--- src/rtl/core/assert_macros.svh ---
// Assertion macros shared by the clipper RTL.
// Depends on nothing; included by files that check their own logic.
`ifndef ASSERT_MACROS_SVH
`define ASSERT_MACROS_SVH

// Same-cycle implication, disabled during reset
`define CPL_ASSERT_IMP(lbl, clk, rst_n, ante, cons, msg) \
    lbl: assert property (@(posedge clk) disable iff (!rst_n) (ante) |-> (cons)) \
        else $error(msg);

// Next-cycle implication, disabled during reset
`define CPL_ASSERT_NXT(lbl, clk, rst_n, ante, cons, msg) \
    lbl: assert property (@(posedge clk) disable iff (!rst_n) (ante) |=> (cons)) \
        else $error(msg);

`endif

--- src/rtl/core/cpl_pkg.sv ---
// Package for the convex polygon line clipper: widths, constants, types.
// No dependencies.
package cpl_pkg;
    localparam int MAX_VERTICES = 16;
    localparam int VIDX_W       = $clog2(MAX_VERTICES);
    localparam int CNT_W        = 5;
    localparam int COORD_W      = 16;
    localparam int VERT_W       = 2 * COORD_W;
    localparam int OP_W         = 18;
    localparam int PROD_W       = 2 * OP_W;
    localparam int ACC_W        = 35;
    localparam int T_W          = 18;
    localparam int Q_W          = 17;
    localparam int REM_W        = 54;
    localparam int T_ONE        = 65536;
    localparam int T_MAX        = 65537;
    localparam int MIN_VERTICES = 3;

    localparam logic CMD_WRITE = 1'b0;
    localparam logic CMD_CLIP  = 1'b1;

    typedef enum logic [3:0] {
        S_IDLE, S_LD0, S_LDB, S_M0, S_M1, S_M2, S_M3, S_EVAL, S_CHK,
        S_DIV, S_NEXT, S_FIN, S_LMUL, S_LACC, S_DONE
    } cpl_state_t;

    typedef struct packed {
        logic                  done;
        logic signed [T_W-1:0] t;
    } cpl_div_res_t;
endpackage

--- src/rtl/core/cpl_ram.sv ---
// Generic single-write, single-read RAM with registered read data.
// No dependencies.
module cpl_ram #(
    parameter int WIDTH = 32,
    parameter int DEPTH = 16
) (
    input  logic                     clk,
    input  logic                     we,
    input  logic [$clog2(DEPTH)-1:0] waddr,
    input  logic [WIDTH-1:0]         wdata,
    input  logic [$clog2(DEPTH)-1:0] raddr,
    output logic [WIDTH-1:0]         rdata
);
    logic [WIDTH-1:0] mem [DEPTH];
    logic [WIDTH-1:0] rdata_reg;

    always_ff @(posedge clk)
    begin
        if (we)
        begin
            mem[waddr] <= wdata;
        end
        rdata_reg <= mem[raddr];
    end

    assign rdata = rdata_reg;
endmodule

--- src/rtl/core/cpl_divider.sv ---
// Bit-serial restoring divider: t = round(num * 2^16 / den), clamped to -1..65537.
// Depends on cpl_pkg.
module cpl_divider (
    input  logic                              clk,
    input  logic                              rst_n,
    input  logic                              start,
    input  logic signed [cpl_pkg::ACC_W-1:0]  num,
    input  logic signed [cpl_pkg::ACC_W-1:0]  den,
    output cpl_pkg::cpl_div_res_t             res
);
    import cpl_pkg::*;

    logic              busy_reg;
    logic              done_reg;
    logic [CNT_W-1:0]  cnt_reg;
    logic [REM_W-1:0]  rem_reg;
    logic [REM_W-1:0]  ds_reg;
    logic [Q_W-1:0]    q_reg;
    logic              neg_reg;
    logic              sat_reg;

    logic [ACC_W-1:0]  an;
    logic [ACC_W-1:0]  ad;
    logic [REM_W-1:0]  dividend;
    logic [REM_W-1:0]  dvs;
    logic [REM_W-1:0]  dlim;
    logic              ge;

    // Operand magnitudes and scaled dividend (2^17 * |num| + |den|) over 2*|den|
    always_comb
    begin
        an       = num[ACC_W-1] ? ACC_W'(-num) : ACC_W'(num);
        ad       = den[ACC_W-1] ? ACC_W'(-den) : ACC_W'(den);
        dividend = (REM_W'(an) << (Q_W)) + REM_W'(ad);
        dvs      = REM_W'(ad) << 1;
        dlim     = dvs << Q_W;
        ge       = rem_reg >= ds_reg;
    end

    always_ff @(posedge clk or negedge rst_n)
    begin
        if (!rst_n)
        begin
            busy_reg <= 1'b0;
            done_reg <= 1'b0;
            cnt_reg  <= '0;
        end
        else
        begin
            done_reg <= 1'b0;
            if (start)
            begin
                busy_reg <= 1'b1;
                cnt_reg  <= CNT_W'(Q_W - 1);
            end
            else if (busy_reg)
            begin
                cnt_reg <= cnt_reg - 1'b1;
                if (cnt_reg == '0)
                begin
                    busy_reg <= 1'b0;
                    done_reg <= 1'b1;
                end
            end
        end
    end

    // One quotient bit per cycle
    always_ff @(posedge clk)
    begin
        if (start)
        begin
            rem_reg <= dividend;
            ds_reg  <= dvs << (Q_W - 1);
            q_reg   <= '0;
            neg_reg <= num[ACC_W-1] ^ den[ACC_W-1];
            sat_reg <= dividend >= dlim;
        end
        else if (busy_reg)
        begin
            if (ge)
            begin
                rem_reg <= rem_reg - ds_reg;
            end
            q_reg  <= {q_reg[Q_W-2:0], ge};
            ds_reg <= ds_reg >> 1;
        end
    end

    // Sign and clamp
    always_comb
    begin
        res.done = done_reg;
        if (neg_reg)
        begin
            res.t = (sat_reg || (q_reg != '0)) ? -T_W'(1) : '0;
        end
        else if (sat_reg || (q_reg > Q_W'(T_MAX)))
        begin
            res.t = T_W'(T_MAX);
        end
        else
        begin
            res.t = T_W'(q_reg);
        end
    end
endmodule

--- src/rtl/core/convex_polygon_line_clipper.sv ---
// Cyrus-Beck line clipper against a convex counter-clockwise window.
// A vertex write (cmd 0) leaves busy low. A clip (cmd 1) handles windows of
// 3 to 16 vertices edge by edge, then computes the clipped endpoints for the
// result beat; an edge parallel to the segment skips the divider, a rejection
// by a parallel edge ends early, and equal endpoints give the result beat in
// the next cycle. Each window edge uses the shared 18x18 multiplier (four
// products) and the serial divider (17 quotient bits). The result beat shows
// for one cycle with done high and cannot be held off.
// Depends on cpl_pkg, cpl_ram, cpl_divider and assert_macros.svh.
`include "assert_macros.svh"

module convex_polygon_line_clipper (
    input  logic                               clk,
    input  logic                               rst_n,
    input  logic                               start,
    output logic                               busy,
    input  logic                               cmd,
    input  logic [cpl_pkg::VIDX_W-1:0]         vertex_index,
    input  logic signed [cpl_pkg::COORD_W-1:0] vertex_x,
    input  logic signed [cpl_pkg::COORD_W-1:0] vertex_y,
    input  logic signed [cpl_pkg::COORD_W-1:0] start_x,
    input  logic signed [cpl_pkg::COORD_W-1:0] start_y,
    input  logic signed [cpl_pkg::COORD_W-1:0] start_z,
    input  logic signed [cpl_pkg::COORD_W-1:0] end_x,
    input  logic signed [cpl_pkg::COORD_W-1:0] end_y,
    input  logic signed [cpl_pkg::COORD_W-1:0] end_z,
    input  logic                               cfg_valid,
    output logic                               cfg_ready,
    input  logic [cpl_pkg::CNT_W-1:0]          cfg_data,
    output logic                               done,
    output logic                               status,
    output logic signed [cpl_pkg::COORD_W-1:0] clip_start_x,
    output logic signed [cpl_pkg::COORD_W-1:0] clip_start_y,
    output logic signed [cpl_pkg::COORD_W-1:0] clip_start_z,
    output logic signed [cpl_pkg::COORD_W-1:0] clip_end_x,
    output logic signed [cpl_pkg::COORD_W-1:0] clip_end_y,
    output logic signed [cpl_pkg::COORD_W-1:0] clip_end_z
);
    import cpl_pkg::*;

    cpl_state_t state_reg, state_next;

    logic [CNT_W-1:0]          vcount_reg;
    logic [CNT_W-1:0]          n_reg;
    logic [VIDX_W-1:0]         i_reg;
    logic [2:0]                l_reg;
    logic signed [COORD_W-1:0] s_reg [3];
    logic signed [COORD_W-1:0] e_reg [3];
    logic signed [COORD_W-1:0] res_reg [6];
    logic signed [COORD_W-1:0] px_reg, py_reg, cx_reg, cy_reg;
    logic signed [PROD_W-1:0]  prod_reg;
    logic signed [ACC_W-1:0]   den_reg, num_reg;
    logic signed [T_W-1:0]     te_reg, tl_reg;
    logic                      status_reg;

    logic                      accept;
    logic                      ram_we;
    logic [VIDX_W-1:0]         raddr;
    logic [VERT_W-1:0]         rdata;
    logic [CNT_W-1:0]          n_clamp;
    logic [CNT_W-1:0]          i_plus2;
    logic signed [OP_W-1:0]    mul_a, mul_b;
    logic signed [16:0]        nx, ny, dx, dy, rx, ry;
    logic [1:0]                lsel;
    logic signed [16:0]        ldiff;
    logic signed [PROD_W-1:0]  lsum;
    logic                      div_start;
    logic                      last_edge;
    cpl_div_res_t              div_res;

    assign accept    = start && !busy;
    assign busy      = state_reg != S_IDLE;
    assign cfg_ready = 1'b1;
    assign ram_we    = accept && (cmd == CMD_WRITE)
                       && ({1'b0, vertex_index} < (VIDX_W+1)'(MAX_VERTICES));
    assign div_start = (state_reg == S_CHK) && (den_reg != '0);
    assign last_edge = (CNT_W'(i_reg) + 1'b1) == n_reg;

    // Vertex table
    cpl_ram #(.WIDTH(VERT_W), .DEPTH(MAX_VERTICES)) u_table (
        .clk   (clk),
        .we    (ram_we),
        .waddr (vertex_index),
        .wdata ({vertex_y, vertex_x}),
        .raddr (raddr),
        .rdata (rdata)
    );

    cpl_divider u_div (
        .clk   (clk),
        .rst_n (rst_n),
        .start (div_start),
        .num   (num_reg),
        .den   (den_reg),
        .res   (div_res)
    );

    // Vertex count clamp
    always_comb
    begin
        if (vcount_reg < CNT_W'(MIN_VERTICES))
        begin
            n_clamp = CNT_W'(MIN_VERTICES);
        end
        else if (vcount_reg > CNT_W'(MAX_VERTICES))
        begin
            n_clamp = CNT_W'(MAX_VERTICES);
        end
        else
        begin
            n_clamp = vcount_reg;
        end
    end

    // Read address: vertex 0 at accept, vertex 1 after it, then wrap(i+2)
    always_comb
    begin
        i_plus2 = CNT_W'(i_reg) + CNT_W'(2);
        if (i_plus2 >= n_reg)
        begin
            i_plus2 = i_plus2 - n_reg;
        end
        unique case (state_reg)
            S_LD0:   raddr = VIDX_W'(1);
            S_NEXT:  raddr = i_plus2[VIDX_W-1:0];
            default: raddr = '0;
        endcase
    end

    // Edge terms
    always_comb
    begin
        nx = 17'(py_reg) - 17'(cy_reg);
        ny = 17'(cx_reg) - 17'(px_reg);
        dx = 17'(e_reg[0]) - 17'(s_reg[0]);
        dy = 17'(e_reg[1]) - 17'(s_reg[1]);
        rx = 17'(px_reg) - 17'(s_reg[0]);
        ry = 17'(py_reg) - 17'(s_reg[1]);
        lsel  = (l_reg < 3'd3) ? l_reg[1:0] : 2'(l_reg - 3'd3);
        ldiff = 17'(e_reg[lsel]) - 17'(s_reg[lsel]);
        lsum  = prod_reg + PROD_W'(32768);
    end

    // Shared multiplier operand select
    always_comb
    begin
        unique case (state_reg)
            S_M0:    begin mul_a = OP_W'(nx);    mul_b = OP_W'(dx); end
            S_M1:    begin mul_a = OP_W'(ny);    mul_b = OP_W'(dy); end
            S_M2:    begin mul_a = OP_W'(nx);    mul_b = OP_W'(rx); end
            S_M3:    begin mul_a = OP_W'(ny);    mul_b = OP_W'(ry); end
            S_LMUL:  begin mul_a = OP_W'(ldiff);
                           mul_b = (l_reg < 3'd3) ? te_reg : tl_reg; end
            default: begin mul_a = '0;           mul_b = '0; end
        endcase
    end

    always_ff @(posedge clk)
    begin
        prod_reg <= mul_a * mul_b;
    end

    // Sequencer next state
    always_comb
    begin
        state_next = state_reg;
        unique case (state_reg)
            S_IDLE:
            begin
                if (accept && (cmd == CMD_CLIP))
                begin
                    if ((start_x == end_x) && (start_y == end_y) && (start_z == end_z))
                    begin
                        state_next = S_DONE;
                    end
                    else
                    begin
                        state_next = S_LD0;
                    end
                end
            end
            S_LD0:  state_next = S_LDB;
            S_LDB:  state_next = S_M0;
            S_M0:   state_next = S_M1;
            S_M1:   state_next = S_M2;
            S_M2:   state_next = S_M3;
            S_M3:   state_next = S_EVAL;
            S_EVAL: state_next = S_CHK;
            S_CHK:
            begin
                if (den_reg != '0)
                begin
                    state_next = S_DIV;
                end
                else if (num_reg > 0)
                begin
                    state_next = S_DONE;
                end
                else
                begin
                    state_next = last_edge ? S_FIN : S_NEXT;
                end
            end
            S_DIV:
            begin
                if (div_res.done)
                begin
                    state_next = last_edge ? S_FIN : S_NEXT;
                end
            end
            S_NEXT: state_next = S_LDB;
            S_FIN:  state_next = (te_reg > tl_reg) ? S_DONE : S_LMUL;
            S_LMUL: state_next = S_LACC;
            S_LACC: state_next = (l_reg == 3'd5) ? S_DONE : S_LMUL;
            S_DONE: state_next = S_IDLE;
            default: state_next = S_IDLE;
        endcase
    end

    always_ff @(posedge clk or negedge rst_n)
    begin
        if (!rst_n)
        begin
            state_reg  <= S_IDLE;
            vcount_reg <= CNT_W'(4);
        end
        else
        begin
            state_reg <= state_next;
            if (cfg_valid && cfg_ready)
            begin
                vcount_reg <= cfg_data;
            end
        end
    end

    // Datapath registers
    always_ff @(posedge clk)
    begin
        unique case (state_reg)
            S_IDLE:
            begin
                s_reg[0]   <= start_x;
                s_reg[1]   <= start_y;
                s_reg[2]   <= start_z;
                e_reg[0]   <= end_x;
                e_reg[1]   <= end_y;
                e_reg[2]   <= end_z;
                n_reg      <= n_clamp;
                i_reg      <= '0;
                l_reg      <= '0;
                te_reg     <= '0;
                tl_reg     <= T_W'(T_ONE);
                status_reg <= (start_x == end_x) && (start_y == end_y)
                              && (start_z == end_z);
                for (int k = 0; k < 6; k++)
                begin
                    res_reg[k] <= '0;
                end
            end
            S_LD0:
            begin
                px_reg <= rdata[COORD_W-1:0];
                py_reg <= rdata[VERT_W-1:COORD_W];
            end
            S_LDB:
            begin
                cx_reg <= rdata[COORD_W-1:0];
                cy_reg <= rdata[VERT_W-1:COORD_W];
            end
            S_M1:   den_reg <= prod_reg[ACC_W-1:0];
            S_M2:   den_reg <= den_reg + prod_reg[ACC_W-1:0];
            S_M3:   num_reg <= prod_reg[ACC_W-1:0];
            S_EVAL: num_reg <= num_reg + prod_reg[ACC_W-1:0];
            S_CHK:
            begin
                if ((den_reg == '0) && (num_reg > 0))
                begin
                    status_reg <= 1'b1;
                end
            end
            S_DIV:
            begin
                // Entering edge raises tE, leaving edge lowers tL
                if (div_res.done)
                begin
                    if (!den_reg[ACC_W-1])
                    begin
                        if (div_res.t > te_reg)
                        begin
                            te_reg <= div_res.t;
                        end
                    end
                    else if (div_res.t < tl_reg)
                    begin
                        tl_reg <= div_res.t;
                    end
                end
            end
            S_NEXT:
            begin
                i_reg  <= i_reg + 1'b1;
                px_reg <= cx_reg;
                py_reg <= cy_reg;
            end
            S_FIN:
            begin
                if (te_reg > tl_reg)
                begin
                    status_reg <= 1'b1;
                end
            end
            S_LACC:
            begin
                res_reg[l_reg] <= s_reg[lsel] + lsum[COORD_W+15:16];
                l_reg          <= l_reg + 1'b1;
            end
            default:
            begin
            end
        endcase
    end

    // Result beat
    assign done         = state_reg == S_DONE;
    assign status       = status_reg;
    assign clip_start_x = res_reg[0];
    assign clip_start_y = res_reg[1];
    assign clip_start_z = res_reg[2];
    assign clip_end_x   = res_reg[3];
    assign clip_end_y   = res_reg[4];
    assign clip_end_z   = res_reg[5];

    `CPL_ASSERT_NXT(a_done_frees, clk, rst_n, done, !busy, "busy after result beat")
    `CPL_ASSERT_IMP(a_reject_zero, clk, rst_n, done && status, (clip_start_x == 0) && (clip_end_x == 0) && (clip_start_y == 0) && (clip_end_y == 0), "rejected beat not zero")
    `CPL_ASSERT_NXT(a_write_idle, clk, rst_n, start && !busy && (cmd == CMD_WRITE), !busy && !done, "vertex write left idle")
endmodule
--- config.mk ---
export PLATFORM = sky130hd
export DESIGN_NAME = convex_polygon_line_clipper
export DESIGN_NICKNAME = d
export VERILOG_FILES = /design/src/rtl/core/cpl_pkg.sv /design/src/rtl/core/cpl_ram.sv /design/src/rtl/core/cpl_divider.sv /design/src/rtl/core/convex_polygon_line_clipper.sv
export VERILOG_INCLUDE_DIRS = /design/src /design/src/rtl/core
export SDC_FILE = /design/constraint.sdc
export NUM_CORES = 2
export LEC_CHECK = 0
export ABC_CLOCK_PERIOD_IN_PS = 9100
export BUFFER_PORTS_ARGS = -buffer_cell sky130_fd_sc_hd__buf_2
export CAP_MARGIN = 20
export CORE_UTILIZATION = 55
export DETAILED_ROUTE_END_ITERATION = 10
export GPL_TIMING_DRIVEN = 0
export PLACE_DENSITY = 0.75
export SLEW_MARGIN = 20
export SYNTH_ARGS = -nofsm -noshare
export SYNTH_HDL_FRONTEND = slang
export SYNTH_SLANG_ARGS = --single-unit
export TNS_END_PERCENT = 20
--- constraint.sdc ---
create_clock -name clk -period 9.1 [get_ports clk]
set_input_delay 0.455 -clock clk [delete_from_list [all_inputs] [get_ports clk]]
set_output_delay 0.455 -clock clk [all_outputs]
set_load 0.03 [all_outputs]
# Word level (Yosys, flattened, before mapping)
# Memories as Yosys holds them, arrays and structs flattened. A register that Yosys moved wholly into a read port is not among the register bits.
# Index checks and enable logic that the tools add are counted.
[totals]
output_inout_bits = 100
mem_count = 4
register_bits = 359
in_bits = 142
elab_cells = 187
mem_bits_rw = 704
[op_classes]
n_mux = 60
bitwise = 2
reduce_logical = 35
n_mul = 1
n_lt_le_gt_ge = 11
eq_ne = 27
n_addsub = 22
[mem_list]
columns = ["name", "words", "width", "read_ports", "rd_ports_with_merged_regs", "wr", "line_no", "source"]
rows = [
  ["u_table.mem", 16, 32, 1, 1, 1, "cpl_ram.sv:14", "logic [WIDTH-1:0] mem [DEPTH];"],
  ["res_reg", 6, 16, 6, 0, 6, "convex_polygon_line_clipper.sv:49", "logic signed [COORD_W-1:0] res_reg [6];"],
  ["e_reg", 3, 16, 3, 0, 3, "convex_polygon_line_clipper.sv:48", "logic signed [COORD_W-1:0] e_reg [3];"],
  ["s_reg", 3, 16, 3, 0, 3, "convex_polygon_line_clipper.sv:47", "logic signed [COORD_W-1:0] s_reg [3];"],
]
[ops]
columns = ["operator", "count"]
rows = [
  ["18-bit two-way mux", 9],
  ["54-bit two-way mux", 3],
  ["35-bit case mux with 2 select lines", 2],
  ["16-bit by 16-bit subtractor with 17-bit output", 7],
  ["52-bit two-way mux", 2],
  ["18-bit case mux with 5 select lines", 1],
  ["18-bit case mux with 2 select lines", 2],
  ["35-bit adder", 2],
  ["35-bit two-way mux", 2],
  ["35-bit negation", 2],
  ["16-bit case mux with 2 select lines", 2],
  ["54-bit by 52-bit >= comparator with 1-bit output", 1],
  ["54-bit by 53-bit >= comparator with 1-bit output", 1],
  ["18-bit case mux with 3 select lines", 1],
  ["54-bit by 52-bit subtractor with 54-bit output", 1],
  ["52-bit by 35-bit adder with 53-bit output", 1],
  ["4-bit case mux with 13 select lines", 1],
  ["16-bit equality test", 3],
  ["18-bit greater-than comparator", 2],
  ["35-bit by 1-bit greater-than comparator with 1-bit output, second input constant", 1],
  ["35-bit zero test", 1],
  ["18-bit by 18-bit multiplier with 35-bit output", 1],
  ["35-bit nonzero test", 1],
  ["32-bit by 17-bit adder with 32-bit output, second input constant", 1],
  ["48 further kinds", 108],
]

# Longest topological paths before layout
[depth]
word_depth = 9
ltp_mapped = 45
mapped_depth_nobuf = 43

# Modules after synthesis
# From an unflattened synthesis, not the netlist that was laid out.
[unflattened]
cells_unflattened = 6519
area_unflattened_um2 = 71842.7
[by_module_without_submodules]
columns = ["mod", "area_each_um2", "instances", "cells_each"]
rows = [
  ["convex_polygon_line_clipper", 39455.3, 1, 4195],
  ["cpl_ram", 19835.3, 1, 838],
  ["cpl_divider", 12552.0, 1, 1486],
]

# Least setup slack after synthesis
# OpenSTA, ideal clock, no wires.
[synth_path]
path_type = "register to register"
from = "register l_reg[2]"
to = "register prod_reg[33]"
setup_ns = 0.058
slack_ns = -0.850
path_stages_with_launch = 42
synth_period_minus_slack_ns = 9.950
t_required_ns = 9.042
t_arrival_ns = 9.892
path_buffers = 3
path_cell_list = "edfxtp_1 -> clkbuf_1 -> nor2_1 -> mux2i_1 -> clkbuf_1 -> mux2i_1 -> a21oi_1 -> ha_1 -> fa_1 -> nor2b_1 -> o21ai_0 -> a21boi_0 -> o211ai_1 -> a21oi_1 -> o31a_1 -> a31oi_1 -> xor2_1 -> nor2_1 -> (+6 left out) -> inv_1 -> fa_1 -> fa_1 -> inv_1 -> fa_1 -> inv_1 -> ha_1 -> a21o_1 -> a21oi_1 -> nand2_1 -> or4_1 -> a31oi_1 -> o21ai_0 -> a21oi_1 -> nand2b_1 -> a21oi_1 -> nor4b_1 -> a211o_1"
[synth_between]
elab_chain_cells = 6
[synth_lines]
columns = ["element", "line_no", "source"]
rows = [
  ["from (decl)", "convex_polygon_line_clipper.sv:46", "logic [2:0] l_reg;"],
  ["from (signal assigned)", "convex_polygon_line_clipper.sv:316", "l_reg <= l_reg + 1'b1;"],
  ["3-bit by 2-bit less-than comparator with 1-bit output (*)", "convex_polygon_line_clipper.sv:139, convex_polygon_line_clipper.sv:153", ""],
  ["2-bit two-way mux", "convex_polygon_line_clipper.sv:139", "lsel = (l_reg < 3'd3) ? l_reg[1:0] : 2'(l_reg - 3'd3);"],
  ["memory 3 x 16 bit, on equally long branches", "--", ""],
  ["16-bit by 16-bit subtractor with 17-bit output", "convex_polygon_line_clipper.sv:140", "ldiff = 17'(e_reg[lsel]) - 17'(s_reg[lsel]);"],
  ["18-bit case mux with 3 select lines", "convex_polygon_line_clipper.sv:147", "unique case (state_reg)"],
  ["18-bit by 18-bit multiplier with 35-bit output (*)", "convex_polygon_line_clipper.sv:160", "prod_reg <= mul_a * mul_b;"],
  ["to (signal assigned)", "convex_polygon_line_clipper.sv:160", ""],
  ["to (decl)", "convex_polygon_line_clipper.sv:51", "logic signed [PROD_W-1:0] prod_reg;"],
]
# Every way passes the cells marked *; elsewhere a longest branch is shown, timed or not.
# A chain may end at the register's enable or synchronous reset.

# Final worst setup path
[layout_path]
from = "register l_reg[0]"
to = "register prod_reg[25]"
[layout_between]
elab_chain_cells = 6
[layout_lines]
columns = ["element", "line_no"]
rows = [
  ["3-bit by 2-bit less-than comparator with 1-bit output or 2-bit subtractor (tied branches)", "convex_polygon_line_clipper.sv:139, convex_polygon_line_clipper.sv:153"],
  ["2-bit two-way mux", "convex_polygon_line_clipper.sv:139"],
  ["memory 3 x 16 bit, on equally long branches", "--"],
  ["16-bit by 16-bit subtractor with 17-bit output", "convex_polygon_line_clipper.sv:140"],
  ["18-bit case mux with 3 select lines", "convex_polygon_line_clipper.sv:147"],
  ["18-bit by 18-bit multiplier with 35-bit output (*)", "convex_polygon_line_clipper.sv:160"],
]
# Marks and branches as above.

==> impl_results.md <==
- Outcome: finished with violations
- Violated checks: setup timing
- Hold/Removal Path Class: input pin to flip-flop
- Post-synth top area share: 41.2%
- Fin crit share: 113%
- Area growth, synth to finish: 14.8%
- Worst EP required: 9740 ps
- Worst-case clock buffer depth: 3
- Starting density of the core: 55.7%
- Max Transition Viols Final: 0
- Total grt overflow: 0
- Die Span Y: 362 um
- Worst setup EP type: flip-flop
- Buf+Inv Stages, Crit Path: 11
- Max FFs per register: 512
- Synth Cell Area: 71300 um^2
- CTS tree: yes
- Worst-path cell with the longest stage delay: or4_4
- Final hold violation count: 0
- Met2 routed WL: 107000 um
- Slew Limit Headroom: 13.8%
- Worst Tran Pin Value: 1280 ps
- Worst setup margin: -1190 ps
- Min Clock Period, post-route: 10290 ps
- Die span in x: 362 um
- Clk root buf: clkbuf_16
- CP top delay family: adder cells
- Unique masters post-synth: 90
- Seq/Total Area, Yosys: 44.6%
- GRT Total Usage: 35.2%
- First-pass GRT wire length: 343000 um
- Non-Filler Instances: 9170
- Via-to-Cell Ratio: 6.11
- Clock Latency Late Sink: 780 ps
- Worst path depth: 43
- CP Class: flip-flop to flip-flop
- Worst Skew: 91.9 ps
- Setup violators final: 18
- Ys Warns: 0
- DRT antenna net count: 0
- DRT Wirelength: 233000 um
- Ports: 242
- Setup tns final: -12880 ps
- Ratio of cells with drive above 1 in the final layout: 10.6%
- RSZ-0062 raised after global routing: true
- WL met1: 91800 um
- Hold Crit Depth: 1
- Antenna violations before repair: 19
- Max cap viols: 0
- Largest net degree at the start of global routing: 65
- Clk slew on worst S/H paths: 60 ps
- Synth Flop Type: edfxtp_1
- Syn Nets: 7715
- Commonest non-fill, non-tap cell in the layout: edfxtp_1
- Post-synth EDFFs: 978
- DRT Pass-1 Iters: 8
- Met3 Wirelength: 23100 um
- Most used cell, CP: fa_1
- Total DRC errors in the routed layout: 0
- Wire length per cell: 25.4 um
- H-tree depth: 3
- Worst r2r path cells: 43
- Final net count: 8263
- Worst setup SP type: flip-flop
- Cts bufs inserted: 113
- Placed cell count: 8798
- DR vias: 56100
- Core ar.: 128000 um^2
- Die area: 131000 um^2
- DP HPWL: 180000 um
- Site Rows: 131
- Clock sink total: 1095
- Yosys reg bits: 1095
- Initial DRC count: 6220
- Synth area leader: edfxtp_1
- Synth area leaders: edfxtp_1 41%, fa_1 9.2%, ha_1 8.0%, nand2_1 3.9%, inv_1 3.6%
- Worst reg2reg setup slack: -1190 ps
- Vias in the first global route: 54800
- Asr flop ratio synth: 1.46%
- Arrival @ worst endpoint: 10940 ps
- Post-Synthesis Cells: 6789
- Final Util: 63.9%
- RD Place Congestion: 0.986
- Fmax: 97.2 MHz
- Highest-count cells in the layout ignoring fill and taps: 978 x edfxtp_1, 738 x nand2_1, 670 x inv_1
- Avg Cell Area, Syn: 10.5 um^2
- CP peak stage delay: 580 ps
- Worst-path fanout max: 10
- Max layer used: met5
- Final hold slack: 51.0 ps
- Port-buffer cells: 240
[through the flow]
stage	worst slack, ps	instance area, um^2
after floorplan	1.23	71500
after global placement	-3340	74800
after detailed placement	-3360	75700
after CTS	-1080	81600
after global routing	-1410	81900
final	-1190	81900
[worst register-to-register path: cells and delay by family, from the launching register on]
kind            cells  cell delay [ps]
simple gates        8             1320
buf+inv            11             1350
mux                 2              600
xor+xnor            2              590
fa+ha+maj           9             3900
compound gates     11             1980
flops               1              430
[Yosys cell counts, types with 57 or more instances]
cell and count:
a211oi_1 123, a21o_1 164, a21oi_1 310, a31oi_1 91, and2_0 57, and2_1 110, and3_1 64, clkbuf_1 232
dfxtp_1 101, edfxtp_1 978, fa_1 327, ha_1 457, inv_1 678, mux2i_1 140, nand2_1 741, nand2b_1 83
nand3_1 87, nor2_1 512, nor2b_1 73, nor3_1 77, o21a_1 57, o21ai_0 307, xnor2_1 202, xor2_1 199
[layout make-up]
cell class	count	area [um^2]
Antenna cell	7	17.5
Buffer	254	1230
Clock buffer	146	3050
Clock inverter	66	827
Fill cell	9986	46200
Inverter	680	2560
Multi-Input combinational cell	4759	37000
Sequential cell	1095	31800
Tap cell	1729	2160
Timing Repair Buffer	434	3250
[routing by layer]
layer / track usage, % / vias up
li1: - / 25000
met3: 7.19 / 588
met2: 56.2 / 3064
met1: 46.6 / 27400
met5: 0 / -
met4: 14.8 / 14
[worst paths after layout]
| check | startpoint | endpoint |
|---|---|---|
| worst max-delay path | l_reg[0] | prod_reg[25] |
| worst min-delay path | vertex_y[3] | u_table.mem[9][19] |
| worst max register to register | l_reg[0] | prod_reg[25] |
| worst min register to register | u_table.rdata[20] | cy_reg[4] |
| max in group asynchronous | rst_n | vcount_reg[2] |
| min in group asynchronous | rst_n | u_div.busy_reg |
[logic make-up after synthesis]
group | Yosys count | synth area share [%]
and+or+nand+nor | 1997 | 13.1
AOI/OAI and AO/OA | 1392 | 12.6
DFF | 1095 | 44.6
buffers and inverters | 935 | 4.95
adders and majority gates | 784 | 17.2
xor gates and xnor gates | 402 | 4.95
muxes | 182 | 2.63
other | 2 | 0.0105
[repair_timing]
| action | CTS | global route |
|---|---|---|
| cloned | 1 | 0 |
| endpoints found under the hold margin | 108 | 0 |
| setup buffers | 44 | 15 |
| gates resized for setup | 156 | 51 |
| setup endpoints to repair | 26 | 21 |
| hold buffers | 94 | 0 |
| pin swaps | 45 | 34 |
Power is left out: the tool's default activity adds up to more than one toggle a clock period on the data nets, which glitch-free logic cannot reach.
